## config.mk

```make
export PLATFORM = sky130hd
export DESIGN_NAME = hrv_beat_window_metrics
export DESIGN_NICKNAME = d
export VERILOG_FILES = /design/src/hw/rtl/hbwm_pkg.sv /design/src/hw/rtl/hbwm_ram.sv /design/src/hw/rtl/hbwm_div.sv /design/src/hw/rtl/hbwm_sqrt.sv /design/src/hw/rtl/hrv_beat_window_metrics.sv
export SDC_FILE = /design/constraint.sdc
export NUM_CORES = 2
export LEC_CHECK = 0
export ABC_CLOCK_PERIOD_IN_PS = 11500
export BUFFER_PORTS_ARGS = -buffer_cell sky130_fd_sc_hd__buf_2
export CAP_MARGIN = 20
export CORE_ASPECT_RATIO = 0.5
export CORE_MARGIN = 2
export CORE_UTILIZATION = 45
export DETAILED_ROUTE_END_ITERATION = 6
export GPL_ROUTABILITY_DRIVEN = 0
export HOLD_SLACK_MARGIN = 0.12
export SYNTH_ARGS = -nofsm -noshare
export SYNTH_HDL_FRONTEND = slang
export SYNTH_SLANG_ARGS = --single-unit
```

## constraint.sdc

```tcl
create_clock -name i_clk -period 11.5 [get_ports i_clk]
set_input_delay 3.45 -clock i_clk [delete_from_list [all_inputs] [get_ports i_clk]]
set_output_delay 3.45 -clock i_clk [all_outputs]
set_load 0.01 [all_outputs]
```

## src/hw/rtl/hbwm_pkg.sv

```systemverilog
package hbwm_pkg;

    localparam int WINDOW_DEPTH_DEF = 30;

    localparam int TS_W       = 32;
    localparam int IVL_W      = 12;
    localparam int HR_W       = 16;
    localparam int STRESS_W   = 7;
    localparam int STATUS_W   = 3;
    localparam int TPM_W      = 16;
    localparam int LOWPCT_W   = 7;
    localparam int HIGHPCT_W  = 8;
    localparam int CFG_IDX_W  = 3;
    localparam int CFG_DATA_W = 16;
    localparam int DIV_N_W    = 32;
    localparam int DIV_D_W    = 16;
    localparam int ROOT_W     = 16;

    localparam logic [TPM_W-1:0]     TPM_RST      = 16'd1000;
    localparam logic [IVL_W-1:0]     MIN_IVL_RST  = 12'd400;
    localparam logic [IVL_W-1:0]     MAX_IVL_RST  = 12'd2000;
    localparam logic [LOWPCT_W-1:0]  LOW_PCT_RST  = 7'd75;
    localparam logic [HIGHPCT_W-1:0] HIGH_PCT_RST = 8'd125;

    localparam logic [DIV_N_W-1:0] HR_NUMERATOR = 32'd60000;
    localparam logic [DIV_D_W-1:0] PERCENT_DIV  = 16'd100;
    localparam logic [DIV_D_W-1:0] STRESS_SPAN  = 16'd85;
    localparam logic [IVL_W-1:0]   STRESS_LO    = 12'd15;
    localparam logic [IVL_W-1:0]   STRESS_HI    = 12'd100;
    localparam logic [STRESS_W-1:0] STRESS_MAX  = 7'd100;

    localparam logic OP_BEAT    = 1'b0;
    localparam logic OP_COMPUTE = 1'b1;

    localparam logic [CFG_IDX_W-1:0] CFG_TPM      = 3'd0;
    localparam logic [CFG_IDX_W-1:0] CFG_MIN_IVL  = 3'd1;
    localparam logic [CFG_IDX_W-1:0] CFG_MAX_IVL  = 3'd2;
    localparam logic [CFG_IDX_W-1:0] CFG_LOW_PCT  = 3'd3;
    localparam logic [CFG_IDX_W-1:0] CFG_HIGH_PCT = 3'd4;

    typedef enum logic [STATUS_W-1:0] {
        ST_FIRST       = 3'd0,
        ST_SHORT       = 3'd1,
        ST_RANGE       = 3'd2,
        ST_IMPLAUSIBLE = 3'd3,
        ST_STORED      = 3'd4,
        ST_COMPUTED    = 3'd5,
        ST_NOT_ENOUGH  = 3'd6
    } t_status;

endpackage

```

## src/hw/rtl/hbwm_ram.sv

```systemverilog
module hbwm_ram #(
    parameter int WIDTH = 12,
    parameter int DEPTH = 30
) (
    input  logic                     i_clk,
    input  logic                     i_we,
    input  logic [$clog2(DEPTH)-1:0] i_waddr,
    input  logic [WIDTH-1:0]         i_wdata,
    input  logic [$clog2(DEPTH)-1:0] i_raddr,
    output logic [WIDTH-1:0]         o_rdata
);

    logic [WIDTH-1:0] r_mem [DEPTH];
    logic [WIDTH-1:0] r_rdata;

    always_ff @(posedge i_clk) begin
        if (i_we) begin
            r_mem[i_waddr] <= i_wdata;
        end
        r_rdata <= r_mem[i_raddr];
    end

    assign o_rdata = r_rdata;

endmodule

```

## src/hw/rtl/hbwm_div.sv

```systemverilog
module hbwm_div (
    input  logic                         i_clk,
    input  logic                         i_rst_n,
    input  logic                         i_start,
    input  logic [hbwm_pkg::DIV_N_W-1:0] i_dividend,
    input  logic [hbwm_pkg::DIV_D_W-1:0] i_divisor,
    output logic                         o_done,
    output logic [hbwm_pkg::DIV_N_W-1:0] o_quotient
);
    import hbwm_pkg::*;

    localparam int CNT_W = $clog2(DIV_N_W);

    logic               r_busy;
    logic               r_done;
    logic [CNT_W-1:0]   r_cnt;
    logic [DIV_D_W-1:0] r_rem;
    logic [DIV_D_W-1:0] r_dsr;
    logic [DIV_N_W-1:0] r_q;
    logic [DIV_D_W:0]   shifted;
    logic [DIV_D_W:0]   diff;
    logic               fits;

    // One quotient bit per cycle, restoring form.
    assign shifted = {r_rem, r_q[DIV_N_W-1]};
    assign diff    = shifted - {1'b0, r_dsr};
    assign fits    = shifted >= {1'b0, r_dsr};

    always_ff @(posedge i_clk) begin
        if (!i_rst_n) begin
            r_busy <= 1'b0;
            r_done <= 1'b0;
            r_cnt  <= '0;
        end else begin
            r_done <= 1'b0;
            if (i_start) begin
                r_busy <= 1'b1;
                r_cnt  <= '0;
                r_rem  <= '0;
                r_q    <= i_dividend;
                r_dsr  <= i_divisor;
            end else if (r_busy) begin
                r_rem <= fits ? diff[DIV_D_W-1:0] : shifted[DIV_D_W-1:0];
                r_q   <= {r_q[DIV_N_W-2:0], fits};
                r_cnt <= r_cnt + 1'b1;
                if (r_cnt == CNT_W'(DIV_N_W - 1)) begin
                    r_busy <= 1'b0;
                    r_done <= 1'b1;
                end
            end
        end
    end

    assign o_done     = r_done;
    assign o_quotient = r_q;

endmodule

```

## src/hw/rtl/hbwm_sqrt.sv

```systemverilog
module hbwm_sqrt (
    input  logic                         i_clk,
    input  logic                         i_rst_n,
    input  logic                         i_start,
    input  logic [hbwm_pkg::DIV_N_W-1:0] i_value,
    output logic                         o_done,
    output logic [hbwm_pkg::ROOT_W-1:0]  o_root
);
    import hbwm_pkg::*;

    localparam int CNT_W = $clog2(ROOT_W);

    logic               r_busy;
    logic               r_done;
    logic [CNT_W-1:0]   r_cnt;
    logic [DIV_N_W-1:0] r_v;
    logic [DIV_N_W-1:0] r_res;
    logic [DIV_N_W-1:0] r_bit;
    logic [DIV_N_W-1:0] trial;

    assign trial = r_res + r_bit;

    always_ff @(posedge i_clk) begin
        if (!i_rst_n) begin
            r_busy <= 1'b0;
            r_done <= 1'b0;
            r_cnt  <= '0;
        end else begin
            r_done <= 1'b0;
            if (i_start) begin
                r_busy <= 1'b1;
                r_cnt  <= '0;
                r_v    <= i_value;
                r_res  <= '0;
                r_bit  <= DIV_N_W'(1) << (DIV_N_W - 2);
            end else if (r_busy) begin
                if (r_v >= trial) begin
                    r_v   <= r_v - trial;
                    r_res <= (r_res >> 1) + r_bit;
                end else begin
                    r_res <= r_res >> 1;
                end
                r_bit <= r_bit >> 2;
                r_cnt <= r_cnt + 1'b1;
                if (r_cnt == CNT_W'(ROOT_W - 1)) begin
                    r_busy <= 1'b0;
                    r_done <= 1'b1;
                end
            end
        end
    end

    assign o_done = r_done;
    assign o_root = r_res[ROOT_W-1:0];

endmodule

```

## src/hw/rtl/hrv_beat_window_metrics.sv

```systemverilog
// Beat-interval window with heart-rate variability metrics. A transaction is taken when
// start is high and busy is low; its single result appears for one cycle with o_done
// and cannot be held off, so it must be captured then. A first beat or a refused
// compute answers in the next cycle; other beats and computes take longer, their time
// set by the shared divider, the root unit and the walks over the interval memory.
// There is no clearing pass after reset.
module hrv_beat_window_metrics #(
    parameter int WINDOW_DEPTH = hbwm_pkg::WINDOW_DEPTH_DEF
) (
    input  logic                            i_clk,
    input  logic                            i_rst_n,
    input  logic                            start,
    output logic                            busy,
    input  logic                            i_operation,
    input  logic [hbwm_pkg::TS_W-1:0]       i_timestamp,
    input  logic                            i_cfg_we,
    input  logic [hbwm_pkg::CFG_IDX_W-1:0]  i_cfg_index,
    input  logic [hbwm_pkg::CFG_DATA_W-1:0] i_cfg_data,
    output logic                            o_done,
    output logic [hbwm_pkg::STATUS_W-1:0]   o_status,
    output logic                            o_metrics_valid,
    output logic [hbwm_pkg::IVL_W-1:0]      o_last_interval_ms,
    output logic [hbwm_pkg::HR_W-1:0]       o_heart_rate_bpm,
    output logic [hbwm_pkg::IVL_W-1:0]      o_sdnn_ms,
    output logic [hbwm_pkg::IVL_W-1:0]      o_succ_diff_ms,
    output logic [hbwm_pkg::STRESS_W-1:0]   o_load_index
);
    import hbwm_pkg::*;

    localparam int AW    = $clog2(WINDOW_DEPTH);
    localparam int CW    = $clog2(WINDOW_DEPTH + 1);
    localparam int PW    = AW + 1;
    localparam int ACC_W = 2 * IVL_W + CW;
    localparam int PROD_W = 2 * IVL_W;

    typedef enum logic [3:0] {
        S_IDLE,
        S_TICK_DIV,
        S_SUM_RD,
        S_SUM_ACC,
        S_MEAN_DIV,
        S_BAND_MUL,
        S_BAND_DIV,
        S_HR_DIV,
        S_SQ_RD,
        S_SQ_MUL,
        S_SQ_ACC,
        S_VAR_DIV,
        S_ROOT,
        S_STRESS_DIV
    } t_state;

    t_state                r_state;
    logic                  r_op;
    logic [TS_W-1:0]       r_prev;
    logic [TPM_W-1:0]      r_tpm;
    logic [IVL_W-1:0]      r_min_ivl;
    logic [IVL_W-1:0]      r_max_ivl;
    logic [LOWPCT_W-1:0]   r_low_pct;
    logic [HIGHPCT_W-1:0]  r_high_pct;
    logic [AW-1:0]         r_wp;
    logic [CW-1:0]         r_fill;
    logic                  r_enough;
    logic [IVL_W-1:0]      r_last;
    logic [HR_W-1:0]       r_hr;
    logic [IVL_W-1:0]      r_sdnn;
    logic [IVL_W-1:0]      r_rmssd;
    logic [STRESS_W-1:0]   r_stress;
    logic                  r_done;
    t_status               r_status;
    logic [DIV_N_W-1:0]    r_ms;
    logic [IVL_W-1:0]      r_mean;
    logic [DIV_N_W-1:0]    r_lo;
    logic                  r_hi_sel;
    logic                  r_pass;
    logic [AW-1:0]         r_addr;
    logic [CW-1:0]         r_idx;
    logic [ACC_W-1:0]      r_acc;
    logic [IVL_W-1:0]      r_ref_prev;
    logic [PROD_W-1:0]     r_prod;
    logic                  r_dgo;
    logic [DIV_N_W-1:0]    r_dnd;
    logic [DIV_D_W-1:0]    r_dsr;
    logic                  r_sgo;

    logic                  div_done;
    logic [DIV_N_W-1:0]    div_q;
    logic                  sq_done;
    logic [ROOT_W-1:0]     root;
    logic [IVL_W-1:0]      root12;
    logic [IVL_W-1:0]      rdata;
    logic                  ram_we;
    logic [IVL_W-1:0]      ram_wdata;
    logic [IVL_W-1:0]      sq_ref;
    logic [IVL_W-1:0]      sq_d;
    logic [IVL_W-1:0]      m_a;
    logic [IVL_W-1:0]      m_b;
    logic [PROD_W-1:0]     prod;
    logic [PW-1:0]         oldest_sum;
    logic [AW-1:0]         oldest;
    logic [AW-1:0]         addr_next;
    logic                  walk_last;
    logic                  sq_skip;
    logic                  range_bad;
    logic                  store_direct;
    logic                  store_band;

    hbwm_ram #(.WIDTH(IVL_W), .DEPTH(WINDOW_DEPTH)) u_ram (
        .i_clk   (i_clk),
        .i_we    (ram_we),
        .i_waddr (r_wp),
        .i_wdata (ram_wdata),
        .i_raddr (r_addr),
        .o_rdata (rdata)
    );

    hbwm_div u_div (
        .i_clk      (i_clk),
        .i_rst_n    (i_rst_n),
        .i_start    (r_dgo),
        .i_dividend (r_dnd),
        .i_divisor  (r_dsr),
        .o_done     (div_done),
        .o_quotient (div_q)
    );

    hbwm_sqrt u_sqrt (
        .i_clk   (i_clk),
        .i_rst_n (i_rst_n),
        .i_start (r_sgo),
        .i_value (div_q),
        .o_done  (sq_done),
        .o_root  (root)
    );

    assign root12 = root[IVL_W-1:0];

    // Oldest entry in arrival order, for the successive-difference walk.
    assign oldest_sum = PW'(r_wp) + PW'(WINDOW_DEPTH) - PW'(r_fill);
    assign oldest     = (oldest_sum >= PW'(WINDOW_DEPTH))
                        ? AW'(oldest_sum - PW'(WINDOW_DEPTH)) : oldest_sum[AW-1:0];
    assign addr_next  = (r_addr == AW'(WINDOW_DEPTH - 1)) ? '0 : r_addr + 1'b1;
    assign walk_last  = (r_idx == r_fill - 1'b1);
    assign sq_skip    = r_pass && (r_idx == '0);

    // The one multiplier serves the band limits and the squared differences.
    assign sq_ref = r_pass ? r_ref_prev : r_mean;
    assign sq_d   = (rdata >= sq_ref) ? rdata - sq_ref : sq_ref - rdata;
    always_comb begin
        if (r_state == S_BAND_MUL) begin
            m_a = r_mean;
            m_b = r_hi_sel ? IVL_W'(r_high_pct) : IVL_W'(r_low_pct);
        end else begin
            m_a = sq_d;
            m_b = sq_d;
        end
    end
    assign prod = m_a * m_b;

    assign range_bad    = (div_q < DIV_N_W'(r_min_ivl)) || (div_q > DIV_N_W'(r_max_ivl));
    assign store_direct = (r_state == S_TICK_DIV) && div_done && (div_q != '0)
                          && !range_bad && (r_fill < CW'(3));
    assign store_band   = (r_state == S_BAND_DIV) && div_done && r_hi_sel
                          && !((r_ms < r_lo) || (r_ms > div_q));
    assign ram_we       = store_direct || store_band;
    assign ram_wdata    = (r_state == S_TICK_DIV) ? div_q[IVL_W-1:0] : r_ms[IVL_W-1:0];

    // Configuration registers.
    always_ff @(posedge i_clk) begin
        if (!i_rst_n) begin
            r_tpm      <= TPM_RST;
            r_min_ivl  <= MIN_IVL_RST;
            r_max_ivl  <= MAX_IVL_RST;
            r_low_pct  <= LOW_PCT_RST;
            r_high_pct <= HIGH_PCT_RST;
        end else if (i_cfg_we) begin
            case (i_cfg_index)
                CFG_TPM:      r_tpm      <= i_cfg_data[TPM_W-1:0];
                CFG_MIN_IVL:  r_min_ivl  <= i_cfg_data[IVL_W-1:0];
                CFG_MAX_IVL:  r_max_ivl  <= i_cfg_data[IVL_W-1:0];
                CFG_LOW_PCT:  r_low_pct  <= i_cfg_data[LOWPCT_W-1:0];
                CFG_HIGH_PCT: r_high_pct <= i_cfg_data[HIGHPCT_W-1:0];
                default: ;
            endcase
        end
    end

    always_ff @(posedge i_clk) begin
        if (!i_rst_n) begin
            r_state  <= S_IDLE;
            r_prev   <= '0;
            r_wp     <= '0;
            r_fill   <= '0;
            r_enough <= 1'b0;
            r_last   <= '0;
            r_hr     <= '0;
            r_sdnn   <= '0;
            r_rmssd  <= '0;
            r_stress <= '0;
            r_done   <= 1'b0;
            r_status <= ST_FIRST;
            r_dgo    <= 1'b0;
            r_sgo    <= 1'b0;
        end else begin
            r_done <= 1'b0;
            r_dgo  <= 1'b0;
            r_sgo  <= 1'b0;

            if (ram_we) begin
                r_last <= ram_wdata;
                r_wp   <= (r_wp == AW'(WINDOW_DEPTH - 1)) ? '0 : r_wp + 1'b1;
                if (r_fill < CW'(WINDOW_DEPTH)) begin
                    r_fill <= r_fill + 1'b1;
                end
                if (r_fill != '0) begin
                    r_enough <= 1'b1;
                end
            end

            case (r_state)
                S_IDLE: begin
                    if (start) begin
                        r_op <= i_operation;
                        if (i_operation == OP_BEAT) begin
                            r_prev <= i_timestamp;
                            if (r_prev == '0) begin
                                r_status <= ST_FIRST;
                                r_done   <= 1'b1;
                            end else begin
                                r_dnd   <= i_timestamp - r_prev;
                                r_dsr   <= (r_tpm == '0) ? DIV_D_W'(1) : r_tpm;
                                r_dgo   <= 1'b1;
                                r_state <= S_TICK_DIV;
                            end
                        end else if (!r_enough || r_fill < CW'(2)) begin
                            r_status <= ST_NOT_ENOUGH;
                            r_done   <= 1'b1;
                        end else begin
                            r_addr  <= '0;
                            r_idx   <= '0;
                            r_acc   <= '0;
                            r_state <= S_SUM_RD;
                        end
                    end
                end
                S_TICK_DIV: begin
                    if (div_done) begin
                        r_ms <= div_q;
                        if (div_q == '0) begin
                            r_status <= ST_SHORT;
                            r_done   <= 1'b1;
                            r_state  <= S_IDLE;
                        end else if (range_bad) begin
                            r_status <= ST_RANGE;
                            r_done   <= 1'b1;
                            r_state  <= S_IDLE;
                        end else if (r_fill >= CW'(3)) begin
                            r_addr  <= '0;
                            r_idx   <= '0;
                            r_acc   <= '0;
                            r_state <= S_SUM_RD;
                        end else begin
                            r_status <= ST_STORED;
                            r_done   <= 1'b1;
                            r_state  <= S_IDLE;
                        end
                    end
                end
                S_SUM_RD: begin
                    r_state <= S_SUM_ACC;
                end
                S_SUM_ACC: begin
                    r_acc  <= r_acc + ACC_W'(rdata);
                    r_idx  <= r_idx + 1'b1;
                    r_addr <= addr_next;
                    if (walk_last) begin
                        r_dnd   <= DIV_N_W'(r_acc + ACC_W'(rdata));
                        r_dsr   <= DIV_D_W'(r_fill);
                        r_dgo   <= 1'b1;
                        r_state <= S_MEAN_DIV;
                    end else begin
                        r_state <= S_SUM_RD;
                    end
                end
                S_MEAN_DIV: begin
                    if (div_done) begin
                        r_mean <= div_q[IVL_W-1:0];
                        if (r_op == OP_BEAT) begin
                            r_hi_sel <= 1'b0;
                            r_state  <= S_BAND_MUL;
                        end else if (div_q != '0) begin
                            r_dnd   <= HR_NUMERATOR;
                            r_dsr   <= DIV_D_W'(div_q[IVL_W-1:0]);
                            r_dgo   <= 1'b1;
                            r_state <= S_HR_DIV;
                        end else begin
                            r_pass  <= 1'b0;
                            r_addr  <= '0;
                            r_idx   <= '0;
                            r_acc   <= '0;
                            r_state <= S_SQ_RD;
                        end
                    end
                end
                S_BAND_MUL: begin
                    r_dnd   <= DIV_N_W'(prod);
                    r_dsr   <= PERCENT_DIV;
                    r_dgo   <= 1'b1;
                    r_state <= S_BAND_DIV;
                end
                S_BAND_DIV: begin
                    if (div_done) begin
                        if (!r_hi_sel) begin
                            r_lo     <= div_q;
                            r_hi_sel <= 1'b1;
                            r_state  <= S_BAND_MUL;
                        end else begin
                            r_status <= store_band ? ST_STORED : ST_IMPLAUSIBLE;
                            r_done   <= 1'b1;
                            r_state  <= S_IDLE;
                        end
                    end
                end
                S_HR_DIV: begin
                    if (div_done) begin
                        r_hr    <= div_q[HR_W-1:0];
                        r_pass  <= 1'b0;
                        r_addr  <= '0;
                        r_idx   <= '0;
                        r_acc   <= '0;
                        r_state <= S_SQ_RD;
                    end
                end
                S_SQ_RD: begin
                    r_state <= S_SQ_MUL;
                end
                S_SQ_MUL: begin
                    r_prod     <= prod;
                    r_ref_prev <= rdata;
                    r_state    <= S_SQ_ACC;
                end
                S_SQ_ACC: begin
                    if (!sq_skip) begin
                        r_acc <= r_acc + ACC_W'(r_prod);
                    end
                    r_idx  <= r_idx + 1'b1;
                    r_addr <= addr_next;
                    if (walk_last) begin
                        r_dnd   <= DIV_N_W'(r_acc + (sq_skip ? '0 : ACC_W'(r_prod)));
                        r_dsr   <= r_pass ? DIV_D_W'(r_fill - 1'b1) : DIV_D_W'(r_fill);
                        r_dgo   <= 1'b1;
                        r_state <= S_VAR_DIV;
                    end else begin
                        r_state <= S_SQ_RD;
                    end
                end
                S_VAR_DIV: begin
                    if (div_done) begin
                        r_sgo   <= 1'b1;
                        r_state <= S_ROOT;
                    end
                end
                S_ROOT: begin
                    if (sq_done) begin
                        if (!r_pass) begin
                            r_sdnn  <= root12;
                            r_pass  <= 1'b1;
                            r_addr  <= oldest;
                            r_idx   <= '0;
                            r_acc   <= '0;
                            r_state <= S_SQ_RD;
                        end else begin
                            r_rmssd <= root12;
                            if (root12 >= STRESS_HI) begin
                                r_stress <= '0;
                                r_status <= ST_COMPUTED;
                                r_done   <= 1'b1;
                                r_state  <= S_IDLE;
                            end else if (root12 <= STRESS_LO) begin
                                r_stress <= STRESS_MAX;
                                r_status <= ST_COMPUTED;
                                r_done   <= 1'b1;
                                r_state  <= S_IDLE;
                            end else begin
                                r_dnd   <= DIV_N_W'(root12 - STRESS_LO) * DIV_N_W'(STRESS_MAX);
                                r_dsr   <= STRESS_SPAN;
                                r_dgo   <= 1'b1;
                                r_state <= S_STRESS_DIV;
                            end
                        end
                    end
                end
                S_STRESS_DIV: begin
                    if (div_done) begin
                        r_stress <= STRESS_MAX - div_q[STRESS_W-1:0];
                        r_status <= ST_COMPUTED;
                        r_done   <= 1'b1;
                        r_state  <= S_IDLE;
                    end
                end
                default: begin
                    r_state <= S_IDLE;
                end
            endcase
        end
    end

    assign busy               = (r_state != S_IDLE);
    assign o_done             = r_done;
    assign o_status           = r_status;
    assign o_metrics_valid    = r_enough;
    assign o_last_interval_ms = r_last;
    assign o_heart_rate_bpm   = r_hr;
    assign o_sdnn_ms          = r_sdnn;
    assign o_succ_diff_ms     = r_rmssd;
    assign o_load_index       = r_stress;

    a_done_idle: assert property (@(posedge i_clk) disable iff (!i_rst_n)
        o_done |-> !busy)
        else $error("result strobe raised while a transaction is still running");

    a_fill_bound: assert property (@(posedge i_clk) disable iff (!i_rst_n)
        r_fill <= CW'(WINDOW_DEPTH))
        else $error("window fill count beyond the window depth");

    a_valid_fill: assert property (@(posedge i_clk) disable iff (!i_rst_n)
        o_metrics_valid |-> (r_fill >= CW'(2)))
        else $error("metrics marked valid with fewer than two intervals");

    a_store_once: assert property (@(posedge i_clk) disable iff (!i_rst_n)
        ram_we |=> (o_done && o_status == ST_STORED))
        else $error("interval stored without a stored result");

endmodule

```

# Yosys cells after proc, flatten, opt, wreduce, memory -nomap -nowiden

Memory sizes are Yosys's and may differ from the RTL's. A register that Yosys moved wholly into a read port is not among the register bits.
Cells that the tools add are included.

Memories: 1
Input port bits: 56
Memory bits (writable): 360
Word-level logic and storage cells: 388
Bits in registers: 526

Memories:

| memory      | depth | bits a word | rd ports | clocked after Yosys merged registers in | write ports | RTL line       | source |
|---|---|---|---|---|---|---|---|
| u_ram.r_mem | 30    | 12          | 1        | 1                                       | 1           | hbwm_ram.sv:13 | `logic [WIDTH-1:0] r_mem [DEPTH];` |

Multiply operators: 2
$lt $le $gt $ge: 14
Equality and inequality tests: 55
Reductions and logical operators: 68
Multiplexer cells: 174
Bitwise operators: 6
$add $sub $neg: 24

Operators by type and width:

| cell                                                       | count |
|---|---|
| 32-bit 2-to-1 mux                                          | 19 |
| 29-bit 2-to-1 mux                                          | 14 |
| 16-bit 2-to-1 mux                                          | 16 |
| 29-bit one-hot mux with 7 select lines                     | 1 |
| 32-bit one-hot mux with 6 select lines                     | 1 |
| 16-bit one-hot mux with 6 select lines                     | 1 |
| 5-bit 2-to-1 mux                                           | 18 |
| 32-bit zero test                                           | 2 |
| 4-bit 2-to-1 mux                                           | 16 |
| 32-bit subtractor                                          | 2 |
| 12-bit 2-to-1 mux                                          | 5 |
| 5-bit one-hot mux with 6 select lines                      | 2 |
| 4-bit one-hot mux with 14 select lines                     | 1 |
| 3-bit 2-to-1 mux                                           | 18 |
| 1-bit 2-to-1 mux                                           | 44 |
| 2-bit inequality test, second input constant               | 19 |
| 7-bit 2-to-1 mux                                           | 5 |
| 31-bit by 31-bit adder with 32-bit output                  | 1 |
| 32-bit by 31-bit adder with 32-bit output                  | 1 |
| 32-bit >= comparator                                       | 1 |
| 32-bit by 12-bit greater-than comparator with 1-bit output | 1 |
| 32-bit greater-than comparator                             | 1 |
| 32-bit by 12-bit < comparator with 1-bit output            | 1 |
| 32-bit < comparator                                        | 1 |
| other kinds (73)                                           | 152 |

# Logic depth before layout (Yosys ltp)

Depth in word-level cells: 8
Gate-level depth with buffers: 37
Depth with buffers taken out: 34

# Hierarchy

Synthesis repeated with hierarchy kept, for this count alone.

Cell total of the unflattened synthesis: 5201
Area, all modules: 54773.8 um^2

By module, submodules not included:

| module                  | seq. area each (um^2) | area an instance (um^2) | cells an instance | instances |
|---|---|---|---|---|
| hrv_beat_window_metrics | 9409.0                | 29179.2                 | 3357              | 1 |
| hbwm_ram                | 11050.6               | 14445.1                 | 706               | 1 |
| hbwm_sqrt               | 2522.4                | 7333.3                  | 819               | 1 |
| hbwm_div                | 2062.0                | 3816.2                  | 319               | 1 |

# Worst setup path before layout

No wires, ideal clock.

Kind: register -> register
Start: register r_pass
End: register r_dnd[22], data pin
Clock period less this slack: 9.080 ns
Setup slack: 2.420 ns
Path buffers: 4
Stages on the path, launching flop included: 36
Setup time: 0.280 ns
Arrival time: 8.800 ns
Cell sequence: edfxtp_1 > clkbuf_1 > clkbuf_1 > mux2i_1 > inv_1 > ha_1 > inv_1 > fa_1 > a21o_1 > a21o_1 > a21oi_2 > o21ai_1 > o41ai_4 > buf_6 > mux2_2 > mux2i_1 > buf_2 > or2_1 > fa_1 > fa_1 > inv_1 > fa_1 > fa_1 > inv_1 > fa_1 > inv_1 > ha_1 > and4_1 > o21a_1 > a21oi_1 > o21ai_0 > a21o_1 > a311oi_1 > xnor2_1 > a22oi_1 > o211ai_1

Longest elaborated chain between the ends: 6
Elaborated cells between the ends (all ways): 13
Those cells by class: add/sub: 3; mul: 1; order compare: 1; mux: 7; reduce/logical: 1

RTL lines:

| element                                                   | RTL line                       | source |
|---|---|---|
| from (decl)                                               | hrv_beat_window_metrics.sv:75  | `logic r_pass;` |
| from (signal assigned)                                    | hrv_beat_window_metrics.sv:297 | `r_pass <= 1'b0;` |
| from (signal assigned)                                    | hrv_beat_window_metrics.sv:327 | `r_pass <= 1'b0;` |
| from (signal assigned)                                    | hrv_beat_window_metrics.sv:367 | `r_pass <= 1'b1;` |
| 12-bit 2-to-1 mux *                                       | hrv_beat_window_metrics.sv:147 | `assign sq_ref = r_pass ? r_ref_prev : r_mean;` |
| 12-bit subtractor or 12-bit >= comparator (tied branches) | hrv_beat_window_metrics.sv:148 | `assign sq_d = (rdata >= sq_ref) ? rdata - sq_ref : sq_ref - rdata;` |
| 12-bit 2-to-1 mux *                                       | hrv_beat_window_metrics.sv:148 |  |
| 12-bit 2-to-1 mux                                         | hrv_beat_window_metrics.sv:150 | `if (r_state == S_BAND_MUL) begin` |
| 12-bit by 12-bit multiplier with 24-bit output *          | hrv_beat_window_metrics.sv:158 | `assign prod = m_a * m_b;` |
| named net prod[22]                                        | hrv_beat_window_metrics.sv:98  | `logic [PROD_W-1:0] prod;` |
| 32-bit one-hot mux with 6 select lines *                  | hrv_beat_window_metrics.sv:220 | `case (r_state)` |
| to (signal assigned)                                      | hrv_beat_window_metrics.sv:230 | `r_dnd <= i_timestamp - r_prev;` |
| to (signal assigned)                                      | hrv_beat_window_metrics.sv:277 | `r_dnd <= DIV_N_W'(r_acc + ACC_W'(rdata));` |
| to (signal assigned)                                      | hrv_beat_window_metrics.sv:306 | `r_dnd <= DIV_N_W'(prod);` |
| to (decl)                                                 | hrv_beat_window_metrics.sv:82  | `logic [DIV_N_W-1:0] r_dnd;` |

The timed path passes the listed nets; every way through them passes the cells marked *. The select of a mux whose other input is x is not followed.
A chain may end at the register's enable or synchronous reset.

# Worst setup path in the final report

Same ends and word-level chain as after synthesis.

==> flow_summary.ini <==
[layout]
multi_input_comb_area_um2 = 26400
n_fill_cell = 10600
nets = 5629
final_common_cell = edfxtp_1
drive_gt1_frac = 0.114
area_delta_synth_final_pct = 10.6
ff_latch_area_um2 = 25000
layout_common_cells = edfxtp_1 (706), nand2_1 (554), ha_1 (398)

[yosys]
ys.flop_type = edfxtp_1
synthArstFlopShare = 0
synth_warnings = 0
synth_compound_area_frac = 0.122
synth_fa_ha_area_frac = 0.138
synth_edf_count = 706
synth_xor_area_frac = 0.0382
synthSimpleGateAreaFrac = 0.124
syn_inst = 4944
synth_nets = 5518
netlist_top_cells_area = edfxtp_1 (40%), ha_1 (9.3%), dfxtp_1 (7.2%)
synth.area.mux_share = 0.0689
synth_top_family_by_area = adder cells
syn_avg_cell_area_um2 = 10.8
yosysTopAreaCell = edfxtp_1
synth.top_cell.area_share = 0.396
synth_area_um2 = 53600
synth_seq_cells = 898
synth_cell_type_count = 95
ys_seq_area_frac = 0.467

[grt]
antenna_found_initial = 1
grt.total_usage = 0.235
grt_max_degree = 79
grt_pass1_wl_um = 222000
grt_overflow = 0
grt_pass1_vias = 37300

[route]
firstDrtPassIters = 6
vias_per_cell = 5.70
wl_per_cell_um = 21.5
drc = 0
postRouteWirelength_um = 145000
vias = 38300
ant_nets = 0
drt_iter0_drc = 3490

[setup_path]
end_kind = register
cp.arrival_ns = 10.52
cpMaxStageDelayCell = o41ai_4
crit_path_max_incr_delay_ns = 0.88
path_max_fanout = 15
start_kind = register
path_class = register to register
critPathRequiredTime_ns = 11.90
crit_top_cell = fa_1

[clock_network]
path_clk_slew_ns = 0.07
cts_made_buffers = 86
cts_sinks = 898
post-cts-setup-buffers = 0
cts_buffer_depth = 3
htreeDepth = 3
ctsResizeCount = 0
clock_latency_ns = 0.71
hold_buffers = 0
cts_tree = built
clock-root-buffer = clkbuf_16

[die]
start_util = 0.454
die_w_um = 492
num_rows = 89
dieArea_um2 = 122000
ios = 121
fp.dieH_um = 248
core_area_um2 = 118000

[timing]
hold_viol_final = 0
fin_skew_ns = 0.0282
max_freq_ghz = 0.0989
slew_viol_final = 0
tns_ns = 0
setup_ws_ns = 1.39
tightest_slew_ns = 1.12
period_share = 0.879
whs_ns = 0.427
slew_headroom = 0.252
rsz0062_at_grt = no
min_period_ns = 10.11
finalSetupViolations = 0

[power_and_ir_drop]
finalPower_mw = 10.1
peakVddDrop_mv = 0.285
powerDensity_nw_per_um2 = 170
leakage_nw = 23.0

[placement]
io_buffers = 120
place_ws_ns = 1.42
dp_hpwl_um = 106000

[run]
maxCapViolations = 0

[worst_hold_path]
hold_path.class = register to register

[outcome]
status = finished clean
[layer usage]
layer,track usage,vias to the layer above,part of all wire
met5,0,-,0
met3,0.0359,237,0.067
met2,0.369,1221,0.44
met1,0.337,18800,0.46
met4,0.0720,0,0.031
li1,-,18100,-
[worst paths after layout]
kind	from	endpoint	slack, ns	cells after the start
worst min register to register	r_dsr[4]$_DFFE_PP_	u_div.r_dsr[4]$_DFFE_PP_	0.43	0
worst min-delay path	r_dsr[4]$_DFFE_PP_	u_div.r_dsr[4]$_DFFE_PP_	0.43	0
worst max-delay path	r_pass$_DFFE_PP_	r_dnd[22]$_DFFE_PP_	1.39	30
worst max register to register	r_pass$_DFFE_PP_	r_dnd[22]$_DFFE_PP_	1.39	30
[cell usage after synthesis (45+ instances only)]
| library cell | instances |
|---|---|
| edfxtp_1 | 706 |
| nand2_1 | 554 |
| ha_1 | 398 |
| inv_1 | 391 |
| nor2_1 | 363 |
| a21oi_1 | 322 |
| o21ai_0 | 216 |
| dfxtp_1 | 192 |
| clkbuf_1 | 153 |
| fa_1 | 120 |
| xor2_1 | 120 |
| xnor2_1 | 114 |
| mux4_2 | 108 |
| nor2b_1 | 91 |
| nand3_1 | 89 |
| nor3_1 | 81 |
| a21o_1 | 72 |
| mux2i_1 | 64 |
| a211oi_1 | 61 |
| mux2_2 | 47 |
| nand4_1 | 45 |
[critical path, delay by kind of cell (launching register included)]
kind / cells / cell delay, ns
adders and majority gates: 7 / 3.31
AOI/OAI and AO/OA: 12 / 3.01
muxes: 3 / 1.33
DFF: 1 / 0.75
and+or+nand+nor: 3 / 0.73
buffers and inverters: 4 / 0.52
xor gates and xnor gates: 1 / 0.13
[sequential cells by signal, summed over array words and instances (netlist names), 16 cells and up]
signal / count
u_sqrt.r_res: 32
u_div.r_rem: 16
u_div.o_quotient: 32
r_dsr: 16
r_prod: 24
u_sqrt.r_bit: 16
r_acc: 29
u_ram.r_mem: 360
u_sqrt.r_v: 32
r_prev: 32
o_heart_rate_bpm: 16
r_dnd: 32
r_lo: 32
r_ms: 32
u_div.r_dsr: 16
r_tpm: 16
[area by class of cell]
class / instances / share of cell area
multi-input combinational: 3459 / 0.446
sequential: 898 / 0.422
clock buffer: 100 / 0.0387
tap: 1592 / 0.0336
inverter: 397 / 0.0252
timing repair buffer: 213 / 0.0228
clock inverter: 60 / 0.0117
antenna: 1 / 0.0000422
[kinds of logic (layout without fill, tap and decap cells)]
| group | after synthesis | in the layout |
|---|---|---|
| simple gates | 1448 | 1448 |
| compound gates | 1034 | 1034 |
| flops | 898 | 898 |
| buf+inv | 587 | 770 |
| fa+ha+maj | 518 | 518 |
| xor+xnor | 234 | 234 |
| mux | 225 | 225 |
| other cells | 0 | 1 |
[per-stage QoR]
stage                     utilization  cells  cell area (um^2)
after global routing            0.502   6719             59300
after CTS                       0.502   6716             59300
final                           0.502   6720             59300
after global placement          0.475   6538             56100
after detailed placement        0.477   6556             56300
after floorplan                     -   4944             53600
[power by group]
| group | leakage, nW | switching (mW) | internal, mW |
|---|---|---|---|
| sequential | 8.03 | 0.0412 | 3.70 |
| clock | 1.45 | 1.35 | 1.66 |
| combinational | 13.5 | 2.15 | 1.20 |
(Power assumes the default switching activity.)
